--- config.mk ---
export PLATFORM = sky130hd
export DESIGN_NAME = battery_gauge_cutoff_monitor_unit
export DESIGN_NICKNAME = d
export VERILOG_FILES = /design/src/rtl/bgcm_pkg.sv /design/src/rtl/battery_gauge_cutoff_monitor_unit.sv /design/src/rtl/bgcm_div.sv /design/src/rtl/bgcm_win.sv
export SDC_FILE = /design/constraint.sdc
export NUM_CORES = 1
export LEC_CHECK = 0
export ABC_AREA = 0
export CAP_MARGIN = 20
export CORE_MARGIN = 2
export CORE_UTILIZATION = 65
export DETAILED_ROUTE_END_ITERATION = 10
export DONT_BUFFER_PORTS = 1
export PLACE_DENSITY_LB_ADDON = 0.15
export SLEW_MARGIN = 5
export SYNTH_ARGS = -nofsm -noshare
export SYNTH_HDL_FRONTEND = slang
export SYNTH_SLANG_ARGS = --single-unit
--- constraint.sdc ---
create_clock -name i_clk -period 13.6 [get_ports i_clk]
set_input_delay 2.72 -clock i_clk [delete_from_list [all_inputs] [get_ports i_clk]]
set_output_delay 2.72 -clock i_clk [all_outputs]
set_load 0.05 [all_outputs]
--- src/rtl/bgcm_pkg.sv ---
package bgcm_pkg;

    localparam int MV_W       = 15;
    localparam int PCT_W      = 7;
    localparam int RISE_W     = 10;
    localparam int CFG_IDX_W  = 2;
    localparam int CFG_DATA_W = 10;
    localparam int K_W        = 4;
    localparam int DEN_W      = 11;
    localparam int Q_W        = 4;
    localparam int STEP_W     = 2;
    localparam int NUM_W      = 14;
    localparam int DIV_W      = NUM_W + Q_W;

    localparam int CURVE_LEN   = 12;
    localparam int BREAKPOINTS = 12;
    localparam int CURVE_PTS   = (BREAKPOINTS > CURVE_LEN) ? CURVE_LEN :
                                 ((BREAKPOINTS < 2) ? 2 : BREAKPOINTS);
    localparam logic [K_W-1:0] K_LAST = K_W'(CURVE_PTS - 1);

    localparam logic [RISE_W-1:0]    RISE_RESET   = RISE_W'(50);
    localparam logic [PCT_W-1:0]     CUTOFF_RESET = '0;
    localparam logic [CFG_IDX_W-1:0] CFG_RISE     = CFG_IDX_W'(0);
    localparam logic [CFG_IDX_W-1:0] CFG_CUTOFF   = CFG_IDX_W'(1);

    localparam logic REQ_SAMPLE = 1'b0;
    localparam logic REQ_TOGGLE = 1'b1;

    typedef struct packed {
        logic            req_type;
        logic [MV_W-1:0] voltage_mv;
        logic            power_request;
    } t_in_word;

    typedef struct packed {
        logic [PCT_W-1:0] charge_percent;
        logic             power_enabled;
        logic             cutoff_latched;
        logic             charging;
    } t_out_word;

    typedef struct packed {
        logic             start;
        logic [NUM_W-1:0] num;
        logic [DEN_W-1:0] den;
    } t_div_req;

    typedef struct packed {
        logic           done;
        logic [Q_W-1:0] quot;
    } t_div_rsp;

    function automatic logic [MV_W-1:0] curve_mv(input logic [K_W-1:0] k);
        logic [MV_W-1:0] v;
        case (k)
            4'd0:    v = MV_W'(12600);
            4'd1:    v = MV_W'(12450);
            4'd2:    v = MV_W'(12240);
            4'd3:    v = MV_W'(12060);
            4'd4:    v = MV_W'(11880);
            4'd5:    v = MV_W'(11700);
            4'd6:    v = MV_W'(11520);
            4'd7:    v = MV_W'(11340);
            4'd8:    v = MV_W'(11160);
            4'd9:    v = MV_W'(10800);
            4'd10:   v = MV_W'(10200);
            4'd11:   v = MV_W'(9000);
            default: v = MV_W'(9000);
        endcase
        return v;
    endfunction

    function automatic logic [PCT_W-1:0] curve_pct(input logic [K_W-1:0] k);
        logic [PCT_W-1:0] p;
        case (k)
            4'd0:    p = PCT_W'(100);
            4'd1:    p = PCT_W'(90);
            4'd2:    p = PCT_W'(80);
            4'd3:    p = PCT_W'(70);
            4'd4:    p = PCT_W'(60);
            4'd5:    p = PCT_W'(50);
            4'd6:    p = PCT_W'(40);
            4'd7:    p = PCT_W'(30);
            4'd8:    p = PCT_W'(20);
            4'd9:    p = PCT_W'(10);
            4'd10:   p = PCT_W'(5);
            4'd11:   p = PCT_W'(0);
            default: p = PCT_W'(0);
        endcase
        return p;
    endfunction

endpackage

--- src/rtl/battery_gauge_cutoff_monitor_unit.sv ---
// channel   direction  handshake               word
// in        input      i_in_valid / o_in_stall   t_in_word
// out       output     o_out_valid / i_out_stall t_out_word
// cfg       input      i_cfg_valid / o_cfg_ready index + data
//
// A voltage word goes from S_RANGE straight to S_DONE outside the curve, otherwise
// through S_SEARCH (one curve compare per cycle), S_MUL and a 4-step divider.
// A toggle word is applied in S_IDLE and yields no output word.
// Reset is synchronous, active low; the sample window needs no clearing.
// A stalled output word holds; the next word is taken while it waits.
module battery_gauge_cutoff_monitor_unit #(
    parameter int WINDOW_DEPTH = 5
) (
    input  logic                                i_clk,
    input  logic                                i_rst_n,
    input  logic                                i_in_valid,
    output logic                                o_in_stall,
    input  bgcm_pkg::t_in_word                  i_in_data,
    output logic                                o_out_valid,
    input  logic                                i_out_stall,
    output bgcm_pkg::t_out_word                 o_out_data,
    input  logic                                i_cfg_valid,
    output logic                                o_cfg_ready,
    input  logic [bgcm_pkg::CFG_IDX_W-1:0]      i_cfg_index,
    input  logic [bgcm_pkg::CFG_DATA_W-1:0]     i_cfg_data
);
    import bgcm_pkg::*;

    typedef enum logic [2:0] {
        S_IDLE, S_RANGE, S_SEARCH, S_MUL, S_DIV, S_DONE
    } t_state;

    t_state            r_state;
    logic [MV_W-1:0]   r_mv;
    logic [K_W-1:0]    r_k;
    logic [PCT_W-1:0]  r_pct;
    logic              r_power;
    logic              r_shut;
    logic [RISE_W-1:0] r_rise;
    logic [PCT_W-1:0]  r_cutoff;
    logic              r_out_valid;
    t_out_word         r_out_data;

    logic              w_in_acc;
    logic              w_sample;
    logic [K_W-1:0]    w_k1;
    logic [DEN_W-1:0]  w_dv;
    logic [Q_W-1:0]    w_rise_pct;
    logic [DIV_W-1:0]  w_prod;
    logic              w_charging;
    logic              w_cut;
    t_div_req          w_div_req;
    t_div_rsp          w_div_rsp;

    assign w_in_acc   = i_in_valid && !o_in_stall;
    assign w_sample   = w_in_acc && (i_in_data.req_type == REQ_SAMPLE);
    assign w_k1       = r_k + K_W'(1);
    assign w_dv       = DEN_W'(r_mv - curve_mv(w_k1));
    assign w_rise_pct = Q_W'(curve_pct(r_k) - curve_pct(w_k1));
    assign w_prod     = DIV_W'(w_dv) * DIV_W'(w_rise_pct);
    assign w_cut      = (r_pct <= r_cutoff) && r_power;

    assign w_div_req.start = (r_state == S_MUL);
    assign w_div_req.num   = w_prod[NUM_W-1:0];
    assign w_div_req.den   = DEN_W'(curve_mv(r_k) - curve_mv(w_k1));

    bgcm_div u_div (
        .i_clk  (i_clk),
        .i_rst_n(i_rst_n),
        .i_req  (w_div_req),
        .o_rsp  (w_div_rsp)
    );

    bgcm_win #(.WINDOW_DEPTH(WINDOW_DEPTH)) u_win (
        .i_clk     (i_clk),
        .i_rst_n   (i_rst_n),
        .i_wr      (w_sample),
        .i_mv      (i_in_data.voltage_mv),
        .i_rise    (r_rise),
        .o_charging(w_charging)
    );

    always_ff @(posedge i_clk) begin
        if (!i_rst_n) begin
            r_state     <= S_IDLE;
            r_power     <= 1'b0;
            r_shut      <= 1'b0;
            r_out_valid <= 1'b0;
            r_rise      <= RISE_RESET;
            r_cutoff    <= CUTOFF_RESET;
        end else begin
            if (i_cfg_valid) begin
                if (i_cfg_index == CFG_RISE) begin
                    r_rise <= i_cfg_data;
                end else if (i_cfg_index == CFG_CUTOFF) begin
                    r_cutoff <= PCT_W'(i_cfg_data);
                end
            end
            if (r_out_valid && !i_out_stall && (r_state != S_DONE)) begin
                r_out_valid <= 1'b0;
            end
            case (r_state)
                S_IDLE: begin
                    if (w_in_acc) begin
                        if (i_in_data.req_type == REQ_TOGGLE) begin
                            r_power <= i_in_data.power_request;
                            if (i_in_data.power_request) begin
                                r_shut <= 1'b0;
                            end
                        end else begin
                            r_state <= S_RANGE;
                        end
                    end
                end
                S_RANGE: begin
                    if (r_mv >= curve_mv('0)) begin
                        r_state <= S_DONE;
                    end else if (r_mv <= curve_mv(K_LAST)) begin
                        r_state <= S_DONE;
                    end else begin
                        r_state <= S_SEARCH;
                    end
                end
                S_SEARCH: begin
                    if (r_mv > curve_mv(w_k1)) begin
                        r_state <= S_MUL;
                    end
                end
                S_MUL: begin
                    r_state <= S_DIV;
                end
                S_DIV: begin
                    if (w_div_rsp.done) begin
                        r_state <= S_DONE;
                    end
                end
                S_DONE: begin
                    if (!r_out_valid || !i_out_stall) begin
                        r_out_valid <= 1'b1;
                        if (w_cut) begin
                            r_power <= 1'b0;
                            r_shut  <= 1'b1;
                        end
                        r_state <= S_IDLE;
                    end
                end
                default: begin
                    r_state <= S_IDLE;
                end
            endcase
        end
    end

    always_ff @(posedge i_clk) begin
        if (w_in_acc) begin
            r_mv <= i_in_data.voltage_mv;
        end
        case (r_state)
            S_RANGE: begin
                r_k <= '0;
                if (r_mv >= curve_mv('0)) begin
                    r_pct <= curve_pct('0);
                end else begin
                    r_pct <= curve_pct(K_LAST);
                end
            end
            S_SEARCH: begin
                if (!(r_mv > curve_mv(w_k1))) begin
                    r_k <= w_k1;
                end
            end
            S_DIV: begin
                if (w_div_rsp.done) begin
                    r_pct <= curve_pct(w_k1) + PCT_W'(w_div_rsp.quot);
                end
            end
            S_DONE: begin
                if (!r_out_valid || !i_out_stall) begin
                    r_out_data.charge_percent <= r_pct;
                    r_out_data.power_enabled  <= r_power && !w_cut;
                    r_out_data.cutoff_latched <= r_shut || w_cut;
                    r_out_data.charging       <= w_charging;
                end
            end
            default: begin
            end
        endcase
    end

    assign o_in_stall  = (r_state != S_IDLE);
    assign o_out_valid = r_out_valid;
    assign o_out_data  = r_out_data;
    assign o_cfg_ready = 1'b1;

    a_shut_means_off: assert property (@(posedge i_clk) disable iff (!i_rst_n)
        r_shut |-> !r_power) else $error("shutdown flag with power on");
    a_turn_on_clears: assert property (@(posedge i_clk) disable iff (!i_rst_n)
        (w_in_acc && i_in_data.req_type == REQ_TOGGLE && i_in_data.power_request)
        |=> (r_power && !r_shut)) else $error("power-on toggle not applied");
    a_search_in_range: assert property (@(posedge i_clk) disable iff (!i_rst_n)
        (r_state == S_SEARCH) |-> (r_mv < curve_mv('0)) && (r_k < K_LAST))
        else $error("segment search out of range");
    a_pct_bound: assert property (@(posedge i_clk) disable iff (!i_rst_n)
        $rose(o_out_valid) |-> (o_out_data.charge_percent <= PCT_W'(100)))
        else $error("charge percent above full scale");

endmodule

--- src/rtl/bgcm_div.sv ---
module bgcm_div (
    input  logic              i_clk,
    input  logic              i_rst_n,
    input  bgcm_pkg::t_div_req i_req,
    output bgcm_pkg::t_div_rsp o_rsp
);
    import bgcm_pkg::*;

    logic              r_busy;
    logic              r_done;
    logic [STEP_W-1:0] r_step;
    logic [NUM_W-1:0]  r_rem;
    logic [DEN_W-1:0]  r_den;
    logic [Q_W-1:0]    r_q;
    logic [DIV_W-1:0]  w_sh;
    logic              w_ge;

    assign w_sh = DIV_W'(r_den) << r_step;
    assign w_ge = DIV_W'(r_rem) >= w_sh;

    always_ff @(posedge i_clk) begin
        if (!i_rst_n) begin
            r_busy <= 1'b0;
            r_done <= 1'b0;
            r_step <= '0;
        end else begin
            r_done <= 1'b0;
            if (i_req.start) begin
                r_busy <= 1'b1;
                r_step <= STEP_W'(Q_W - 1);
            end else if (r_busy) begin
                if (r_step == '0) begin
                    r_busy <= 1'b0;
                    r_done <= 1'b1;
                end else begin
                    r_step <= r_step - STEP_W'(1);
                end
            end
        end
    end

    always_ff @(posedge i_clk) begin
        if (i_req.start) begin
            r_rem <= i_req.num;
            r_den <= i_req.den;
            r_q   <= '0;
        end else if (r_busy && w_ge) begin
            r_rem         <= r_rem - w_sh[NUM_W-1:0];
            r_q[r_step]   <= 1'b1;
        end
    end

    assign o_rsp.done = r_done;
    assign o_rsp.quot = r_q;

    a_done_after_busy: assert property (@(posedge i_clk) disable iff (!i_rst_n)
        r_done |-> $past(r_busy)) else $error("divider done without busy");
    a_no_restart: assert property (@(posedge i_clk) disable iff (!i_rst_n)
        r_busy |-> !i_req.start) else $error("divider restarted while busy");
    a_rem_below_den: assert property (@(posedge i_clk) disable iff (!i_rst_n)
        r_done |-> (DEN_W+1)'(r_rem) < (DEN_W+1)'(r_den))
        else $error("divider remainder not reduced");

endmodule

--- src/rtl/bgcm_win.sv ---
module bgcm_win #(
    parameter int WINDOW_DEPTH = 5
) (
    input  logic                        i_clk,
    input  logic                        i_rst_n,
    input  logic                        i_wr,
    input  logic [bgcm_pkg::MV_W-1:0]   i_mv,
    input  logic [bgcm_pkg::RISE_W-1:0] i_rise,
    output logic                        o_charging
);
    import bgcm_pkg::*;

    localparam int PTR_W = $clog2(WINDOW_DEPTH);
    localparam logic [PTR_W-1:0] PTR_LAST = PTR_W'(WINDOW_DEPTH - 1);

    logic [MV_W-1:0]  r_mem [WINDOW_DEPTH];
    logic [PTR_W-1:0] r_ptr;
    logic [PTR_W-1:0] n_ptr;
    logic             r_filled;
    logic             r_cmp;
    logic             r_charging;
    logic [MV_W-1:0]  r_oldest;
    logic [MV_W-1:0]  r_newest;

    assign n_ptr = (r_ptr == PTR_LAST) ? '0 : r_ptr + PTR_W'(1);

    always_ff @(posedge i_clk) begin
        if (i_wr) begin
            r_mem[r_ptr] <= i_mv;
            r_oldest     <= r_mem[n_ptr];
            r_newest     <= i_mv;
        end
    end

    always_ff @(posedge i_clk) begin
        if (!i_rst_n) begin
            r_ptr      <= '0;
            r_filled   <= 1'b0;
            r_cmp      <= 1'b0;
            r_charging <= 1'b0;
        end else begin
            r_cmp <= i_wr;
            if (i_wr) begin
                r_ptr <= n_ptr;
                if (r_ptr == PTR_LAST) begin
                    r_filled <= 1'b1;
                end
            end
            if (r_cmp) begin
                r_charging <= r_filled && (r_newest > r_oldest)
                              && ((r_newest - r_oldest) > MV_W'(i_rise));
            end
        end
    end

    assign o_charging = r_charging;

endmodule
==> out/metrics.cfg, run 1 <==
[outcome]
status = completed

[clock_tree]
cts_tree = built
clk_path_buf_depth = 3
numClockSinks = 216
clk_latency_ns = 0.52
clk_pin_slew_ns = 0.06
cts-root-buf = clkbuf_16
cts_setup_buffers = 0
post_cts_resized = 0
ctsHoldBuffers = 0
cts_buffers = 23
h-tree-depth = 1

[floorplanning]
design.die.area_mm2 = 0.0208
core_mm2 = 0.0194
io_pins = 47
die_h_um = 144
die_x_um = 144
start_util = 0.659
std_cell_rows = 51

[detailed_routing]
wirelength_um = 26900
wl_per_cell_um = 18.0
dr_total_vias = 8915
routed_via_density = 5.95
ant_nets = 0
firstDrtPassIters = 5
drc_errors = 0
drt_iter0_markers = 835

[job]
timing.max_cap.violations = 0

[synth]
syn_area_per_cell_um2 = 10.5
synthTopCellsByArea = edfxtp_1 39%, ha_1 11%, dfxtp_1 8.0%
synth_seq_cells = 216
syn_area_mm2 = 0.0128
synth_most_common_cell = edfxtp_1
syn_inst = 1222
synth_top_area_frac = 0.388
synth_nets = 1387
ys_seq_area_frac = 0.468
synth-edff-count = 165
ys_warn_count = 0
yosys.area.top_type = edfxtp_1
ys_async_sr_fraction = 0
yosysUniqueCellTypes = 76
netlist_top_cells_count = 165 x edfxtp_1, 116 x nand2_1, 113 x inv_1, 108 x ha_1, 94 x nor2_1
synth_top_flop_cell = edfxtp_1

[worst_hold_path]
worstHoldPathCells = 2
hold_path.class = flip-flop to flip-flop
hp-start = r_rise[8]
hold_end = r_rise[8]

[placed_design]
dp.cells = 1458
routabilityCongestion = 0.859
dp_hpwl_um = 20000
portBuffers = 0

[setup_path]
crit_required_ns = 13.88
r2r-end = u_div.r_rem[12]
critPathLaunchType = flip-flop
arrival_ns = 7.19
reg2reg_depth = 26
crit_path_end_kind = flip-flop
path_class = flip-flop to flip-flop
r2r_start = r_k[0]
worst-path-max-fanout = 18
r2r_setup_slack_ns = 6.69

[sta]
setup_viol = 0
finClkSkew_ns = 0.0178
finalSetupTns_ns = 0
min_period_ns = 6.91
fmax_ghz = 0.145
timing.final.max_slew_violations = 0
min_period_over_period = 0.508
hold_viol = 0
relSlewSlack = 0.308
rsz0062_at_grt = no
tightestPinTransition_ns = 1.03

[pwr]
p_leak_nw = 5.58
ir_drop_mv = 0.595
p_per_area_mw_per_mm2 = 275

[grt]
grt_max_degree = 35
track_usage = 0.265
antenna_found_initial = 0
grt_overflow = 0
grt_pass1_vias = 8247
grt_pass1_wl_um = 42700

[finish]
areaGrowthSynthToFinish_pct = 7.78
finalNonFillerCells = 1499
layout.nets = 1383
drive_gt1_frac = 0.0616
seqCellArea_mm2 = 0.00598
num_antenna_cells = 0
fillCellCount = 1412
multiInputGateArea_mm2 = 0.00623

cells by family after synthesis:
group | synth area share
buffers and inverters | 0.0462
multiplexers | 0.0251
AND/OR/NAND/NOR | 0.135
XOR/XNOR | 0.0433
other | 0.000293
AO/OA/AOI/OAI | 0.137
flip-flops | 0.468
adder cells (fa/ha/maj) | 0.146
stage by stage:
| step | cell area [um^2] | hold WS (ns) | power [mW] | setup slack (ns) | utilization |
|---|---|---|---|---|---|
| final | 13800 | 0.466 | 3.79 | 6.69 | 0.710 |
| after global routing | 13800 | 0.500 | 4.15 | 6.11 | 0.710 |
| after CTS | 13800 | 0.469 | 3.80 | 6.71 | 0.710 |
| after detailed placement | 13000 | 0.461 | 3.16 | 6.76 | 0.672 |
| after global placement | 13000 | 0.450 | 3.12 | 6.83 | 0.672 |
| after floorplan | 12800 | 0.401 | 2.69 | 7.49 | - |
layer usage:
layer,vias up,GRT usage,share of wire
met5,-,0,0
met4,0,0.0623,0.018
met3,41,0.0444,0.071
met2,266,0.397,0.43
met1,4273,0.406,0.48
li1,4335,-,-
cell type report:
cell class,count,area share
tap,265,0.0241
multi-input combinational,854,0.452
inverter,115,0.0313
sequential,216,0.434
timing repair buffer,8,0.00436
clock buffer,29,0.0441
clock inverter,12,0.0103
registers in the layout, summed over array words and instances (netlist names), named ones only:
name / count
o_out_data: 10
u_win.r_ptr: 3
r_pct: 7
u_win.r_cmp: 1
r_power: 1
u_div.r_done: 1
u_win.r_mem: 75
u_div.r_busy: 1
r_shut: 1
u_div.r_q: 4
u_div.r_den: 10
u_win.r_oldest: 15
r_cutoff: 7
r_mv: 15
r_state: 3
u_win.r_filled: 1
u_win.r_newest: 15
r_k: 4
r_rise: 10
u_div.r_step: 2
u_div.r_rem: 14
o_out_valid: 1
u_win.o_charging: 1
cells in the final DEF, fill, tap and decap left out, types with 25 or more instances in the layout:
cell type	n
nand3_1	25
xor2_1	25
o21ai_0	58
dfxtp_1	51
edfxtp_1	165
nand2_1	116
ha_1	108
nor2_1	94
a21oi_1	65
xnor2_1	35
a21o_1	29
inv_1	113
power breakdown:
group	switching, mW	leakage, nW	internal, mW
Sequential	0.0634	1.92	0.816
Clock	0.251	0.363	0.373
Combinational	1.34	3.30	0.943
worst max-delay path by stage:
stage	startpoint	end	slack, ns	cells after the start
after floorplan	r_k[1]	u_div.r_rem[13]	7.49	25
after global placement	r_k[0]	u_div.r_rem[12]	6.83	26
after detailed placement	r_k[0]	u_div.r_rem[12]	6.76	26
after CTS	r_k[0]	u_div.r_rem[12]	6.71	26
after global routing	r_k[0]	u_div.r_rem[12]	6.11	26
final	r_k[0]	u_div.r_rem[12]	6.69	26
critical path, stage by stage (launching register included):
cell and delay, ns:
edfxtp_1 0.59, ha_1 0.33, ha_1 0.60, nand2b_1 0.22
nor2_1 0.05, o21bai_1 0.32, inv_1 0.11, ha_1 0.23
a21o_1 0.15, a21oi_1 0.16, xor2_1 0.10, xnor2_1 0.68
nor2_1 0.14, fa_1 0.56, inv_1 0.05, fa_1 0.53
inv_1 0.04, ha_1 0.32, nor2b_1 0.14, o21ai_0 0.14
nand2b_1 0.11, a21o_1 0.18, a21o_1 0.20, a31oi_1 0.24
o21ai_0 0.15, xor2_1 0.16, a21o_1 0.18
No activity file was read; power rests on OpenSTA's default activity.
==> run 2, diff against run 1 <==
--- a/config.mk
+++ b/config.mk
@@ -5,7 +5,7 @@
 export SDC_FILE = /design/constraint.sdc
 export NUM_CORES = 1
 export LEC_CHECK = 0
-export ABC_AREA = 0
+export ABC_AREA = 1
 export CAP_MARGIN = 20
 export CORE_MARGIN = 2
 export CORE_UTILIZATION = 65
==> constraint.sdc (replaced) <==
create_clock -name i_clk -period 6.45 [get_ports i_clk]
set_input_delay 1.29 -clock i_clk [delete_from_list [all_inputs] [get_ports i_clk]]
set_output_delay 1.29 -clock i_clk [all_outputs]
set_load 0.05 [all_outputs]
==> run 2 against run 1 <==
Against the previous run:
- flip-flop and latch count unchanged
- maximum frequency increased by 17%
- clock skew is essentially flat
- wire length up 8.7%
- sequential share of layout area fell by 0.83 points
- via count grew 11%
- first-iteration DRC count increased by 6.6%
- count of clock-buffer cells in the layout increased by 7
==> out/metrics.cfg, run 2 <==
[floorplanning]
start_util = 0.662
io_pins = 47
core_mm2 = 0.0195
die_h_um = 145
die_x_um = 145
design.die.area_mm2 = 0.0210
std_cell_rows = 51

[synth]
yosys.area.top_type = edfxtp_1
syn_area_per_cell_um2 = 9.01
netlist_top_cells_count = 228 x nand2_1, 208 x inv_1, 165 x edfxtp_1, 153 x nor2_1, 114 x o21ai_0
synth_nets = 1595
synth_most_common_cell = nand2_1
ys_warn_count = 0
syn_inst = 1430
synthTopCellsByArea = edfxtp_1 38%, ha_1 10%, dfxtp_1 7.9%
ys_seq_area_frac = 0.464
synth_top_area_frac = 0.385
yosysUniqueCellTypes = 48
syn_area_mm2 = 0.0129
ys_async_sr_fraction = 0
synth_seq_cells = 216
synth_top_flop_cell = edfxtp_1
synth-edff-count = 165

[sta]
timing.final.max_slew_violations = 0
fmax_ghz = 0.169
relSlewSlack = 0.328
rsz0062_at_grt = no
finalSetupTns_ns = 0
min_period_ns = 5.91
min_period_over_period = 0.916
finClkSkew_ns = 0.0176
hold_viol = 0
setup_viol = 0
tightestPinTransition_ns = 1.01

[setup_path]
setup.worst_path.start = r_k[0]
crit_required_ns = 6.68
slowest_stage = fa_1
critPathLaunchType = flip-flop
r2r_setup_slack_ns = 0.54
path_class = flip-flop to flip-flop
crit_end = u_div.r_rem[10]
arrival_ns = 6.13
crit_path_end_kind = flip-flop
crit_path_max_incr_delay_ns = 0.53
reg2reg_depth = 30
r2r-end = u_div.r_rem[10]
worst-path-max-fanout = 14
r2r_start = r_k[0]

[grt]
antenna_found_initial = 0
grt_overflow = 0
grt_pass1_vias = 9038
track_usage = 0.282
grt_max_degree = 38
grt_pass1_wl_um = 46100

[finish]
layout.nets = 1601
drive_gt1_frac = 0.0633
final_cell_mix = 228 x nand2_1, 207 x inv_1, 165 x edfxtp_1
multiInputGateArea_mm2 = 0.00605
areaGrowthSynthToFinish_pct = 9.01
largest_register_ffs = 75
finalNonFillerCells = 1718
seqCellArea_mm2 = 0.00598
final_common_cell = nand2_1
regMostFlops = u_win.r_mem
num_antenna_cells = 0
fillCellCount = 1419

[placed_design]
dp_hpwl_um = 21700
dp.cells = 1672
routabilityCongestion = 0.974
portBuffers = 0

[detailed_routing]
drc_errors = 0
ant_nets = 0
routed_via_density = 5.74
dr_total_vias = 9869
drt_iter0_markers = 890
wl_per_cell_um = 17.1
wirelength_um = 29300
firstDrtPassIters = 5

[clock_tree]
cts_tree = built
clk_pin_slew_ns = 0.06
h-tree-depth = 1
cts-root-buf = clkbuf_16
clk_latency_ns = 0.52
cts_buffers = 23
clk_path_buf_depth = 3
numClockSinks = 216

[outcome]
status = completed

[job]
timing.max_cap.violations = 0

[worst_hold_path]
hold_path.class = flip-flop to flip-flop

==> run 2: cell types whose count changed after synthesis, moves of 20 or more <==
cell	before	now
inv_1	113	208
a21o_1	29	4
nand2_1	116	228
o21ai_0	58	114
o21a_1	21	1
xnor2_1	35	13
a21oi_1	65	95
nand3_1	25	61
nor2_1	94	153
nor2b_1	21	0
==> run 2: per-layer routing <==
layer,up-vias,part of all wire,GRT usage
li1,4820,-,-
met1,4594,0.46,0.436
met2,406,0.43,0.426
met3,49,0.088,0.0395
met4,0,0.020,0.0572
met5,-,0,0
==> run 2: logic make-up (layout without fill, tap and decap cells) <==
family,Yosys count,after routing,synth area share
buffers and inverters,242,265,0.0717
xor gates and xnor gates,40,40,0.0272
other,1,1,0.000291
adders and majority gates,131,131,0.141
and+or+nand+nor,516,516,0.174
AOI/OAI and AO/OA,283,283,0.122
DFF,216,216,0.464
muxes,1,1,0.000777
==> run 2: worst max-delay path: cells and delay by family, from the launching register on <==
kind	cells	cell delay, ns
xor+xnor	2	0.42
fa+ha+maj	4	1.71
buf+inv	7	0.93
simple gates	11	1.32
flops	1	0.48
compound gates	6	0.79
==> run 2: how the worst min path moves through the flow <==
stage,startpoint,to,slack [ns],cells after the start
after global routing,u_win.o_charging,o_out_data[0],0.49,0
final,r_cutoff[5],r_cutoff[5],0.46,2
after CTS,r_rise[3],r_rise[3],0.47,2
after detailed placement,r_pct[1],o_out_data[4],0.45,0
after floorplan,u_win.o_charging,o_out_data[0],0.41,0
after global placement,r_pct[0],o_out_data[3],0.44,0
==> run 2: timing repair <==
action | 4_1_cts | 5_1_grt
gates resized for setup | 0 | 6
hold endpoints to repair | 0 | 0
hold buffers | 0 | 0
setup endpoints to repair | 0 | 2
setup buffers | 0 | 3
==> run 2: cell type report <==
type / instances / share of cell area
multi-input cells: 972 / 0.431
clock buffers: 36 / 0.0526
inverters: 211 / 0.0564
clock inverters: 6 / 0.00356
well taps: 265 / 0.0236
repair buffers: 12 / 0.00784
flip-flops and latches: 216 / 0.425
==> run 2: metrics by stage <==
step | area [um^2] | util | hold slack, ns | worst slack (ns)
floorplan | 12900 | - | 0.409 | 0.969
global placement | 13200 | 0.677 | 0.436 | 0.531
detailed placement | 13200 | 0.677 | 0.453 | 0.404
CTS | 14000 | 0.718 | 0.466 | 0.357
global route | 14000 | 0.722 | 0.488 | 0.0442
finish | 14000 | 0.722 | 0.464 | 0.543
Power of run 2 is not shown: default switching activity piles up to over one toggle a cycle in this logic, so the estimate is an artifact.
